<file path="config.mk">
export PLATFORM = sky130hd
export DESIGN_NAME = reverse_dns_query_builder
export DESIGN_NICKNAME = d
export VERILOG_FILES = /design/src/rtl/rdq_pkg.sv /design/src/rtl/rdq_template.sv /design/src/rtl/rdq_cell.sv /design/src/rtl/reverse_dns_query_builder.sv
export SDC_FILE = /design/constraint.sdc
export NUM_CORES = 1
export LEC_CHECK = 0
export BUFFER_PORTS_ARGS = -buffer_cell sky130_fd_sc_hd__buf_2
export CORE_MARGIN = 4
export CORE_UTILIZATION = 35
export CTS_BUF_LIST = sky130_fd_sc_hd__clkbuf_4
export CTS_CLUSTER_SIZE = 25
export DETAILED_ROUTE_END_ITERATION = 6
export GPL_TIMING_DRIVEN = 0
export PLACE_DENSITY = 0.47
export REMOVE_ABC_BUFFERS = 1
export SYNTH_ARGS = -nofsm -noshare
export SYNTH_HDL_FRONTEND = slang
export SYNTH_SLANG_ARGS = --single-unit
</file>
<file path="constraint.sdc">
create_clock -name clk -period 8.4 [get_ports clk]
set_input_delay 0.84 -clock clk [delete_from_list [all_inputs] [get_ports clk]]
set_output_delay 0.84 -clock clk [all_outputs]
set_load 0.005 [all_outputs]
</file>
<file path="src/rtl/rdq_pkg.sv">
// shared types, message layout constants and digit helper for the reverse dns query builder
package rdq_pkg;

  localparam int NUM_SLOTS = 46;

  // fixed slot positions in the message template
  localparam int SLOT_OCTET0   = 12;
  localparam int SLOT_IN_ADDR  = 28;
  localparam int SLOT_ARPA     = 36;
  localparam int SLOT_ROOT     = 41;
  localparam int SLOT_QTYPE    = 42;
  localparam int SLOT_QCLASS   = 44;

  localparam int LEN_IN_ADDR = 7;
  localparam int LEN_ARPA    = 4;

  localparam logic [7:0] PTR_QTYPE = 8'd12;
  localparam logic [7:0] IN_QCLASS = 8'd1;
  localparam logic [7:0] CHAR_ZERO = 8'h30;

  // "in-addr" and "arpa"
  localparam logic [7:0] IN_ADDR_LABEL [LEN_IN_ADDR] =
    '{8'h69, 8'h6e, 8'h2d, 8'h61, 8'h64, 8'h64, 8'h72};
  localparam logic [7:0] ARPA_LABEL [LEN_ARPA] = '{8'h61, 8'h72, 8'h70, 8'h61};

  typedef struct packed {
    logic       emit;
    logic       last;
    logic [7:0] data;
  } cell_t;

  typedef struct packed {
    logic [1:0] hundreds;
    logic [3:0] tens;
    logic [3:0] ones;
    logic [1:0] count;
  } digits_t;

  function automatic digits_t octet_digits(input logic [7:0] v);
    digits_t    d;
    logic [7:0] sub;
    logic [6:0] rem;
    logic [14:0] prod;
    logic [6:0] tens_x10;
    logic [6:0] ones_w;
    d.hundreds = (v >= 8'd200) ? 2'd2 : (v >= 8'd100) ? 2'd1 : 2'd0;
    sub = (v >= 8'd200) ? 8'd200 : (v >= 8'd100) ? 8'd100 : 8'd0;
    rem = 7'(v - sub);
    // divide by ten through a reciprocal, exact for values below 100
    prod = 15'(rem) * 15'd205;
    d.tens = prod[14:11];
    tens_x10 = 7'(d.tens) * 7'd10;
    ones_w = rem - tens_x10;
    d.ones = ones_w[3:0];
    d.count = 2'd1 + ((v >= 8'd10) ? 2'd1 : 2'd0) + ((v >= 8'd100) ? 2'd1 : 2'd0);
    return d;
  endfunction

endpackage

</file>
<file path="src/rtl/rdq_template.sv">
// builds the fixed 46-slot message template from an address and the transaction id
module rdq_template
  import rdq_pkg::*;
(
  input  logic [31:0] address,
  input  logic [15:0] transaction_id,
  output cell_t       slots [NUM_SLOTS]
);

  // header
  assign slots[0] = '{emit: 1'b1, last: 1'b0, data: transaction_id[15:8]};
  assign slots[1] = '{emit: 1'b1, last: 1'b0, data: transaction_id[7:0]};
  assign slots[2] = '{emit: 1'b1, last: 1'b0, data: 8'd0};
  assign slots[3] = '{emit: 1'b1, last: 1'b0, data: 8'd0};
  assign slots[4] = '{emit: 1'b1, last: 1'b0, data: 8'd0};
  assign slots[5] = '{emit: 1'b1, last: 1'b0, data: 8'd1};

  genvar g;
  generate
    for (g = 6; g < SLOT_OCTET0; g++) begin : g_hdr_zero
      assign slots[g] = '{emit: 1'b1, last: 1'b0, data: 8'd0};
    end

    // octet labels, last dotted octet first; leading zero digits become skipped slots
    for (g = 0; g < 4; g++) begin : g_octet
      digits_t dg;
      assign dg = octet_digits(address[8*g +: 8]);
      assign slots[SLOT_OCTET0 + 4*g] = '{emit: 1'b1, last: 1'b0, data: {6'd0, dg.count}};
      assign slots[SLOT_OCTET0 + 4*g + 1] =
        '{emit: (dg.count == 2'd3), last: 1'b0, data: CHAR_ZERO | {6'd0, dg.hundreds}};
      assign slots[SLOT_OCTET0 + 4*g + 2] =
        '{emit: (dg.count != 2'd1), last: 1'b0, data: CHAR_ZERO | {4'd0, dg.tens}};
      assign slots[SLOT_OCTET0 + 4*g + 3] =
        '{emit: 1'b1, last: 1'b0, data: CHAR_ZERO | {4'd0, dg.ones}};
    end

    for (g = 0; g < LEN_IN_ADDR; g++) begin : g_in_addr
      assign slots[SLOT_IN_ADDR + 1 + g] = '{emit: 1'b1, last: 1'b0, data: IN_ADDR_LABEL[g]};
    end

    for (g = 0; g < LEN_ARPA; g++) begin : g_arpa
      assign slots[SLOT_ARPA + 1 + g] = '{emit: 1'b1, last: 1'b0, data: ARPA_LABEL[g]};
    end
  endgenerate

  assign slots[SLOT_IN_ADDR]   = '{emit: 1'b1, last: 1'b0, data: 8'(LEN_IN_ADDR)};
  assign slots[SLOT_ARPA]      = '{emit: 1'b1, last: 1'b0, data: 8'(LEN_ARPA)};
  assign slots[SLOT_ROOT]      = '{emit: 1'b1, last: 1'b0, data: 8'd0};
  assign slots[SLOT_QTYPE]     = '{emit: 1'b1, last: 1'b0, data: 8'd0};
  assign slots[SLOT_QTYPE + 1] = '{emit: 1'b1, last: 1'b0, data: PTR_QTYPE};
  assign slots[SLOT_QCLASS]    = '{emit: 1'b1, last: 1'b0, data: 8'd0};
  assign slots[SLOT_QCLASS + 1] = '{emit: 1'b1, last: 1'b1, data: IN_QCLASS};

endmodule

</file>
<file path="src/rtl/rdq_cell.sv">
// one byte cell of the output shift chain
module rdq_cell
  import rdq_pkg::*;
(
  input  logic  clk,
  input  logic  rst_n,
  input  logic  load,
  input  logic  adv,
  input  cell_t load_cell,
  input  logic  up_occ,
  input  cell_t up_cell,
  output logic  occ,
  output cell_t slot_out
);

  logic  occ_r, occ_nxt;
  cell_t cell_r, cell_nxt;

  always_comb begin
    occ_nxt  = occ_r;
    cell_nxt = cell_r;
    if (load) begin
      occ_nxt  = 1'b1;
      cell_nxt = load_cell;
    end else if (adv) begin
      occ_nxt  = up_occ;
      cell_nxt = up_cell;
    end
  end

  always_ff @(posedge clk) begin
    if (!rst_n) begin
      occ_r <= 1'b0;
    end else begin
      occ_r <= occ_nxt;
    end
  end

  always_ff @(posedge clk) begin
    cell_r <= cell_nxt;
  end

  assign occ      = occ_r;
  assign slot_out = cell_r;

endmodule

</file>
<file path="src/rtl/reverse_dns_query_builder.sv">
// top level: dns ptr query generator built as a 46-cell byte shift chain
// the first byte of a query is offered in the cycle after the address transaction
// the chain moves one slot a cycle unless a stalled head byte holds it, and slots of
//   suppressed leading zero digits pass as bubbles, so a query carries 38 to 46 bytes
// the next address is taken in the cycle the final byte of the previous query leaves
// reset: transaction id returns to 1 and every cell of the chain is emptied
module reverse_dns_query_builder
  import rdq_pkg::*;
(
  input  logic        clk,
  input  logic        rst_n,
  input  logic        cfg_write_en,
  input  logic [15:0] cfg_transaction_id,
  input  logic        in_valid,
  output logic        in_stall,
  input  logic [31:0] in_address,
  output logic        out_valid,
  input  logic        out_stall,
  output logic [7:0]  out_query_byte,
  output logic        out_last_byte
);

  logic [15:0] tid_r, tid_nxt;

  always_comb begin
    tid_nxt = cfg_write_en ? cfg_transaction_id : tid_r;
  end

  always_ff @(posedge clk) begin
    if (!rst_n) begin
      tid_r <= 16'd1;
    end else begin
      tid_r <= tid_nxt;
    end
  end

  cell_t             tmpl [NUM_SLOTS];
  cell_t             chain_w [NUM_SLOTS+1];
  logic [NUM_SLOTS:0] occ_v;
  logic              adv;
  logic              load;

  rdq_template u_template (
    .address        (in_address),
    .transaction_id (tid_r),
    .slots          (tmpl)
  );

  // a stalled head byte holds the chain; bubbles always move on
  assign adv  = !(occ_v[0] && chain_w[0].emit && out_stall);
  // occupancy is contiguous from the head, so the chain frees up once cell 1 is empty and the head is not stalled
  assign in_stall = occ_v[1] || (occ_v[0] && !adv);
  assign load = in_valid && !in_stall;

  assign occ_v[NUM_SLOTS]   = 1'b0;
  assign chain_w[NUM_SLOTS] = '0;

  genvar g;
  generate
    for (g = 0; g < NUM_SLOTS; g++) begin : g_cell
      rdq_cell u_cell (
        .clk       (clk),
        .rst_n     (rst_n),
        .load      (load),
        .adv       (adv),
        .load_cell (tmpl[g]),
        .up_occ    (occ_v[g+1]),
        .up_cell   (chain_w[g+1]),
        .occ       (occ_v[g]),
        .slot_out  (chain_w[g])
      );
    end
  endgenerate

  assign out_valid      = occ_v[0] && chain_w[0].emit;
  assign out_query_byte = chain_w[0].data;
  assign out_last_byte  = chain_w[0].last;

  logic [NUM_SLOTS+1:0] occ_plus1;
  assign occ_plus1 = {1'b0, occ_v} + {{(NUM_SLOTS+1){1'b0}}, 1'b1};

  // a new query opens with the high byte of the id in force at acceptance
  a_first_byte: assert property (@(posedge clk) disable iff (!rst_n)
    (in_valid && !in_stall) |=> (out_valid && out_query_byte == $past(tid_r[15:8])))
    else $error("query does not start with transaction id high byte");

  // occupied cells always form one run starting at the head
  a_contig: assert property (@(posedge clk) disable iff (!rst_n)
    $onehot(occ_plus1))
    else $error("chain occupancy is not contiguous");

  // the final byte sits alone in the chain
  a_last_alone: assert property (@(posedge clk) disable iff (!rst_n)
    (out_valid && out_last_byte) |-> !occ_v[1])
    else $error("final byte has followers in the chain");

  // a query's final byte is followed by the new one only after it leaves
  a_no_accept_early: assert property (@(posedge clk) disable iff (!rst_n)
    (out_valid && out_last_byte && out_stall) |-> in_stall)
    else $error("address taken while final byte is stalled");

endmodule

</file>
==> results of run 1 <==
worst max-delay path, stage by stage:
cell and delay [ps]:
buf_2 140, o311ai_0 930, nand2_1 250, inv_1 120, ha_1 140, inv_1 60, fa_1 410, o21a_1 200
nor2_1 190, xnor2_1 160, ha_1 260, ha_1 290, fa_1 520, inv_1 60, fa_1 500, inv_1 40
ha_1 200, or3_1 370, a41oi_2 210, o31ai_2 130, xor2_1 210, ha_1 180, inv_1 50, fa_1 370
xnor2_1 180, xnor3_1 250, xnor3_1 200, o21ai_1 70
cells in the mapped netlist, types with 5 or more instances:
| master | n | area (µm²) |
|---|---|---|
| nand2_1 | 741 | 2781 |
| dfxtp_1 | 336 | 6726 |
| a21oi_1 | 209 | 1046 |
| ha_1 | 156 | 1952 |
| inv_1 | 131 | 491.7 |
| nand3_1 | 118 | 590.6 |
| clkbuf_1 | 106 | 397.9 |
| edfxtp_1 | 72 | 2162 |
| o21ai_0 | 49 | 245.2 |
| a31oi_1 | 43 | 269.0 |
| fa_1 | 40 | 800.8 |
| xnor2_1 | 33 | 289.0 |
| nor2_1 | 24 | 90.09 |
| buf_2 | 22 | 110.1 |
| mux2i_1 | 16 | 160.2 |
| a211oi_1 | 8 | 60.06 |
| buf_4 | 8 | 60.06 |
| nor3_1 | 8 | 40.04 |
| xor2_1 | 8 | 70.07 |
| o21a_1 | 7 | 52.55 |
| xnor3_1 | 5 | 112.6 |
per-stage QoR:
stage,instance area (µm²),hold slack (ps),instances,TNS [ps],util (%)
6_report,21290,307.7,3013,0,39.55
5_1_grt,21290,193.5,3013,0,39.55
4_1_cts,21280,183.4,3011,0,39.54
3_5_place_dp,19940,433.1,2827,0,37.06
3_3_place_gp,19600,430.3,2815,-,36.42
2_1_floorplan,18410,415.4,2056,-4132000,-
state kept, by name (all words and copies together) (netlist names):
name,count
g_cell.u_cell.slot_out,346
g_cell.u_cell.occ,46
tid_r,16
worst min path at each step:
stage | to | slack, ps | cells past startpoint
6_report | tid_r[12]$_SDFFE_PN0P_ | 310 | 3
4_1_cts | tid_r[0]$_SDFFE_PN1P_ | 180 | 3
2_1_floorplan | g_cell[0].u_cell.slot_out[9]$_SDFFE_PP1N_ | 420 | 1
3_5_place_dp | g_cell[43].u_cell.slot_out[2]$_SDFFE_PP1N_ | 430 | 2
5_1_grt | tid_r[12]$_SDFFE_PN0P_ | 190 | 3
3_3_place_gp | g_cell[43].u_cell.slot_out[2]$_SDFFE_PP1N_ | 430 | 2
routing by layer:
metal	vias to the layer above	share of wire, %	global-route usage [%]
met4	0	1.9	3.895
li1	7364	-	-
met1	6631	48	15.64
met3	66	3.5	3.120
met2	157	46	20.50
met5	-	0	0
logic make-up (layout without fill, tap and decap cells):
group / after synthesis / after routing / synth area share [%]
compound gates: 345 / 345 / 10.38
xor+xnor: 47 / 47 / 2.629
fa+ha+maj: 196 / 196 / 14.49
buf+inv: 271 / 391 / 5.660
flops: 408 / 408 / 46.80
mux: 16 / 16 / 0.8433
other cells: 0 / 2 / 0
simple gates: 912 / 912 / 19.19
power breakdown:
part / leakage (nW) / switching, W / total [W] / internal, W
Combinational: 5.04 / 0.00127 / 0.00236 / 0.00109
Sequential: 3.55 / 0.000130 / 0.00251 / 0.00238
Clock: 0.809 / 0.000764 / 0.00168 / 0.000913
layout make-up:
| type | count | area (µm²) | area share, % |
|---|---|---|---|
| Inverter | 132 | 503.0 | 2.363 |
| Multi-Input combinational cell | 1516 | 9050 | 42.52 |
| Clock buffer | 165 | 1239 | 5.819 |
| Sequential cell | 408 | 8889 | 41.76 |
| Antenna cell | 2 | 5.005 | 0.02351 |
| Clock inverter | 19 | 98.84 | 0.4644 |
| Timing Repair Buffer | 75 | 630.6 | 2.963 |
| Tap cell | 696 | 870.8 | 4.091 |
==> summary.md, run 1 <==
| Metric | Value |
|---|---|
| Status | completed |
| I/O Pins | 64 |
| Crit. End Element | flop |
| Port bufs | 63 |
| DRC Markers | 0 |
| Final min period | 7035 ps |
| Max VDD drop | 0.0001594 V |
| Clock skew | 48.58 ps |
| CTS tree | yes |
| Initial core utilization | 35.29% |
| Largest net degree at the start of global routing | 166 |
| Routability cong. | 0.7935 |
| Synth warn | 0 |
| Chip height | 240.9 µm |
| Skew-Pair Late Insertion Delay | 770 ps |
| Max-cap viol count | 0 |
| Post-Syn Area | 18,990 µm² |
| Core box area | 53,810 µm² |
| Net count, final | 2,487 |
| Worst Path Arrival | 7530 ps |
| Dpl hpwl | 21,140 µm |
| Critical Path RT | 8890 ps |
| Hold buffer count at cts | 0 |
| EDFF count, synth | 72 |
| Number of DRC markers in iteration 0 | 790 |
| Post-route clock period utilization | 83.75% |
| Clock buffer depth | 3 |
| Final Hold Viols | 0 |
| Netlist cell types | 47 |
| Slew Limit Fails | 0 |
| Vias in the first global route | 13,720 |
| Syn-to-layout area delta | 12.08% |
| Die area | 58,050 µm² |
| Sequential area share after synthesis | 46.80% |
| Reg2reg end | g_cell[26].u_cell.slot_out[9]$_DFFE_PP_ |
| Crit path from | in_address[4] |
| Post-Route WL | 35,080 µm |
| Most common cell after layout, fill and taps aside | nand2_1 |
| Most frequent cells in the layout | 741 x nand2_1, 336 x dfxtp_1, 209 x a21oi_1 |
| Setup slack at placement | 548.7 ps |
| WS Path Type | in -> reg |
| DR vias | 14,220 |
| CTS sink cnt | 408 |
| Post-CTS setup buffers | 0 |
| Num rows | 85 |
| CTS H-tree depth | 3 |
| Asr flop ratio synth | 0% |
| Hold Path Origin | cfg_transaction_id[12] |
| Total grt overflow | 0 |
| Setup slack, reg-to-reg | 4030 ps |
| Clock-pin slew on the worst setup and hold paths | 60 ps |
| Worst slew margin | 26.19% |
| DR WL/cell | 11.64 µm |
| Critical path peak fanout | 6 |
| CTS buffer count | 105 |
| Root Driver | clkbuf_4 |
| Critical Path Sink | g_cell[15].u_cell.slot_out[3]$_DFFE_PP_ |
| DR pass1 iterations | 4 |
| Tot Pwr | 0.006553 W |
| LEAKAGE | 9.398 nW |
| #FFs+latches synth | 408 |
| FF-to-FF Start | g_cell[0].u_cell.slot_out[9]$_SDFFE_PP1N_ |
| Die Wd | 240.9 µm |
| Worst hold path class | in -> reg |
| Worst Setup Start Kind | input pin |
| Final worst slack | 1365 ps |
| Proportion of layout cells with a drive suffix above 1 | 11.19% |
| Slew @ Worst Pin | 1093 ps |
| Post-DRT Antenna Nets | 0 |
| Max Clk Rate | 142.2 MHz |
| Vias per cell | 4.719 |
| Cell Pwr Density | 307.9 nW/µm² |
| First-pass GRT wire length | 61,830 µm |
| Final Setup Violations | 0 |
| Filler Cell Count | 5,492 |
| Initial antenna violation count | 2 |
| Top_reg_cell synth | dfxtp_1 |
| Cts repair resizes | 0 |
| R2R cell count | 10 |
| RSZ-0062 raised after global routing | false |
| Gate count of the mapped netlist | 2,195 |
| Overall Global Routing Usage | 12.26% |
| Syn Area/Cell | 8.652 µm² |
(Power assumes the default switching activity.)
==> inputs of run 2 (changes only) <==
Settings changed: PLACE_DENSITY 0.47 to 0.49.
Clock period 8.4 ns to 5.9 ns, I/O delays scaled along.
==> summary.md, run 2 (synthesis gave the netlist of run 1 again) <==
| Metric | Value |
|---|---|
| Status | completed (unchanged) |
| Most frequent cells in the layout | 737 x nand2_1, 336 x dfxtp_1, 199 x a21oi_1 (was 741 x nand2_1, 336 x dfxtp_1, 209 x a21oi_1) |
| Initial antenna violation count | 2 (unchanged) |
| Post-Route WL | 35,280 µm (was 35,080 µm) |
| Final setup TNS | 0 ps (unchanged) |
| Post-route clock period utilization | 97.53% |
| Worst slew margin | 43.57% (was 26.19%) |
| Final Setup Violations | 0 (unchanged) |
| DRC Markers | 0 (unchanged) |
| Global routing's busiest layer | met2 (unchanged) |
| Slew @ Worst Pin | 846.5 ps (was 1093 ps) |
| Tot Pwr | 0.009724 W (was 0.006553 W) |
| Total grt overflow | 0 (unchanged) |
| Clock-pin slew on the worst setup and hold paths | 70 ps (was 60 ps) |
| Worst hold path class | in -> reg (unchanged) |
| WS Path Type | in -> reg (unchanged) |
| Worst Path Arrival | 6280 ps (was 7530 ps) |
| CTS buffer count | 108 (was 105) |
| M1 GR Usage | 15.68% (was 15.64%) |
| Skew-Pair Late Insertion Delay | 810 ps (was 770 ps) |
| Hold endpoint | g_cell[23].u_cell.slot_out[0]$_DFFE_PP_ (was tid_r[12]$_SDFFE_PN0P_) |
| Max Clk Rate | 173.8 MHz |
| Net count, final | 2,525 (was 2,487) |
| Crit. End Element | flop (unchanged) |
| Dpl hpwl | 20,770 µm (was 21,140 µm) |
| CTS sink cnt | 408 (unchanged) |
| Number of DRC markers in iteration 0 | 715 (was 790) |
| Critical path peak fanout | 4 (was 6) |
| Die area | 58,050 µm² (unchanged) |
| Worst Hold Slack | 277.0 ps (was 307.7 ps) |
| Routability cong. | 0.8015 (was 0.7935) |
| Cell Pwr Density | 441.1 nW/µm² (was 307.9 nW/µm²) |
| Met3 Usage GRT | 3.063% (was 3.120%) |
| Vias per cell | 4.661 (was 4.719) |
| Clock skew | 48.38 ps (was 48.58 ps) |
| DR pass1 iterations | 4 (unchanged) |
| Max VDD drop | 0.0002009 V (was 0.0001594 V) |
| Setup slack, reg-to-reg | 1220 ps (was 4030 ps) |
| Max-cap viol count | 0 (unchanged) |
| Most common cell after layout, fill and taps aside | nand2_1 (unchanged) |
| Final min period | 5754 ps |
| DR WL/cell | 11.53 µm (was 11.64 µm) |
| Proportion of layout cells with a drive suffix above 1 | 14.52% (was 11.19%) |
| R2R cell count | 11 (was 10) |
| Post-route design area | 22,040 µm² (was 21,290 µm²) |
| Critical Path RT | 6430 ps (was 8890 ps) |
| Chip height | 240.9 µm (unchanged) |
| DR vias | 14,260 (was 14,220) |
| Reg2reg end | g_cell[26].u_cell.slot_out[9]$_DFFE_PP_ (unchanged) |
| Placed cell areas | 19,950 µm² (was 19,940 µm²) |
| FF-to-FF Start | g_cell[0].u_cell.slot_out[9]$_SDFFE_PP1N_ (unchanged) |
| Slew Limit Fails | 0 (unchanged) |
| Overall Global Routing Usage | 12.36% (was 12.26%) |
| Post-DRT Antenna Nets | 0 (unchanged) |
| Port bufs | 63 (unchanged) |
| Core box area | 53,810 µm² (unchanged) |
| Final Hold Viols | 0 (unchanged) |
| Max reg flops | 346 (unchanged) |
| LEAKAGE | 9.691 nW (was 9.398 nW) |
| Root Driver | clkbuf_4 (unchanged) |
| Clock buffer depth | 3 (unchanged) |
| Num rows | 85 (unchanged) |
| Initial core utilization | 35.29% (unchanged) |
| Syn-to-layout area delta | 16.08% (was 12.08%) |
| Largest net degree at the start of global routing | 171 (was 166) |
| CTS tree | yes (unchanged) |
| Worst Setup Start Kind | input pin (unchanged) |
| Core Util, Final | 40.96% (was 39.55%) |
| First-pass GRT wire length | 62,270 µm (was 61,830 µm) |
| GRT met2 Usage | 20.83% (was 20.50%) |
| RSZ-0062 raised after global routing | true (was false) |
| I/O Pins | 64 (unchanged) |
| Die Wd | 240.9 µm (unchanged) |
| Vias in the first global route | 13,930 (was 13,720) |
| CTS H-tree depth | 3 (unchanged) |
| Hold Path Origin | in_address[16] (was cfg_transaction_id[12]) |
| Hold depth | 3 (unchanged) |
==> run 2: changes by cell type in the layout (fill, tap and decap cells not counted), sizes merged <==
cell / delta
dlygate4sd3: +18
inv: -1
buf: +12
clkbuf: +17
clkinvlp: +1
==> run 2: critical path, cell delays in order <==
cell and delay [ps]:
buf_2 130, o311ai_4 340, nand2_2 120, inv_1 70, ha_1 150, inv_2 50
fa_2 350, o21a_1 180, nor2_2 140, xnor2_1 100, ha_1 330, ha_4 220
fa_1 510, inv_1 50, fa_1 500, inv_1 40, ha_2 180, or3_4 380
a41oi_4 240, o31ai_4 100, xor2_1 230, ha_2 200, inv_1 50, fa_2 370
xnor2_2 130, xnor3_1 240, xnor3_1 200, o21ai_1 60
==> run 2: final cells by class <==
class / instances / area [µm²]
Antenna cell: 2 / 5.005
Clock buffer: 177 / 1329
Clock inverter: 19 / 122.6
Fill cell: 5413 / 31770
Inverter: 132 / 503.0
Multi-Input combinational cell: 1516 / 9361
Sequential cell: 408 / 8889
Tap cell: 696 / 870.8
Timing Repair Buffer: 110 / 964.7
==> run 2: worst max path at each step <==
stage	end	from	cells past startpoint	slack, ps
after CTS	g_cell[15].u_cell.slot_out[3]$_DFFE_PP_	in_address[5]	26	-70
after detailed placement	g_cell[15].u_cell.slot_out[3]$_DFFE_PP_	in_address[4]	28	-1720
final	g_cell[15].u_cell.slot_out[3]$_DFFE_PP_	in_address[5]	28	150
after floorplan	g_cell[13].u_cell.slot_out[0]$_DFFE_PP_	out_stall	4	-12870
after global placement	g_cell[14].u_cell.slot_out[1]$_DFFE_PP_	out_stall	5	-27000
after global routing	g_cell[15].u_cell.slot_out[3]$_DFFE_PP_	in_address[5]	28	-40
==> run 2: report_power, final <==
group	total (W)	leakage [nW]	internal [W]	switching, W
clock	0.00253	0.871	0.00139	0.00113
combinational	0.00362	5.27	0.00171	0.00191
sequential	0.00358	3.55	0.00339	0.000184
==> run 2: stage by stage <==
stage	setup WS (ps)	std cells
after global routing	-41.13	3060
after floorplan	-12870	2056
after detailed placement	-1719	2827
after CTS	-68.23	3044
final	145.8	3060
after global placement	-27000	2815
==> run 2: what timing repair did <==
action	4_1_cts	5_1_grt
buffers inserted	3	14
gates resized for setup	15	58
hold buffers	18	0
pin swaps	4	34
endpoints found under the setup margin	8	4
hold endpoints to repair	17	0
==> run 2: metal layers <==
metal	share of wire, %	up-vias
li1	-	7447
met1	48	6584
met2	46	173
met3	3.8	58
met4	1.8	0
met5	0	-
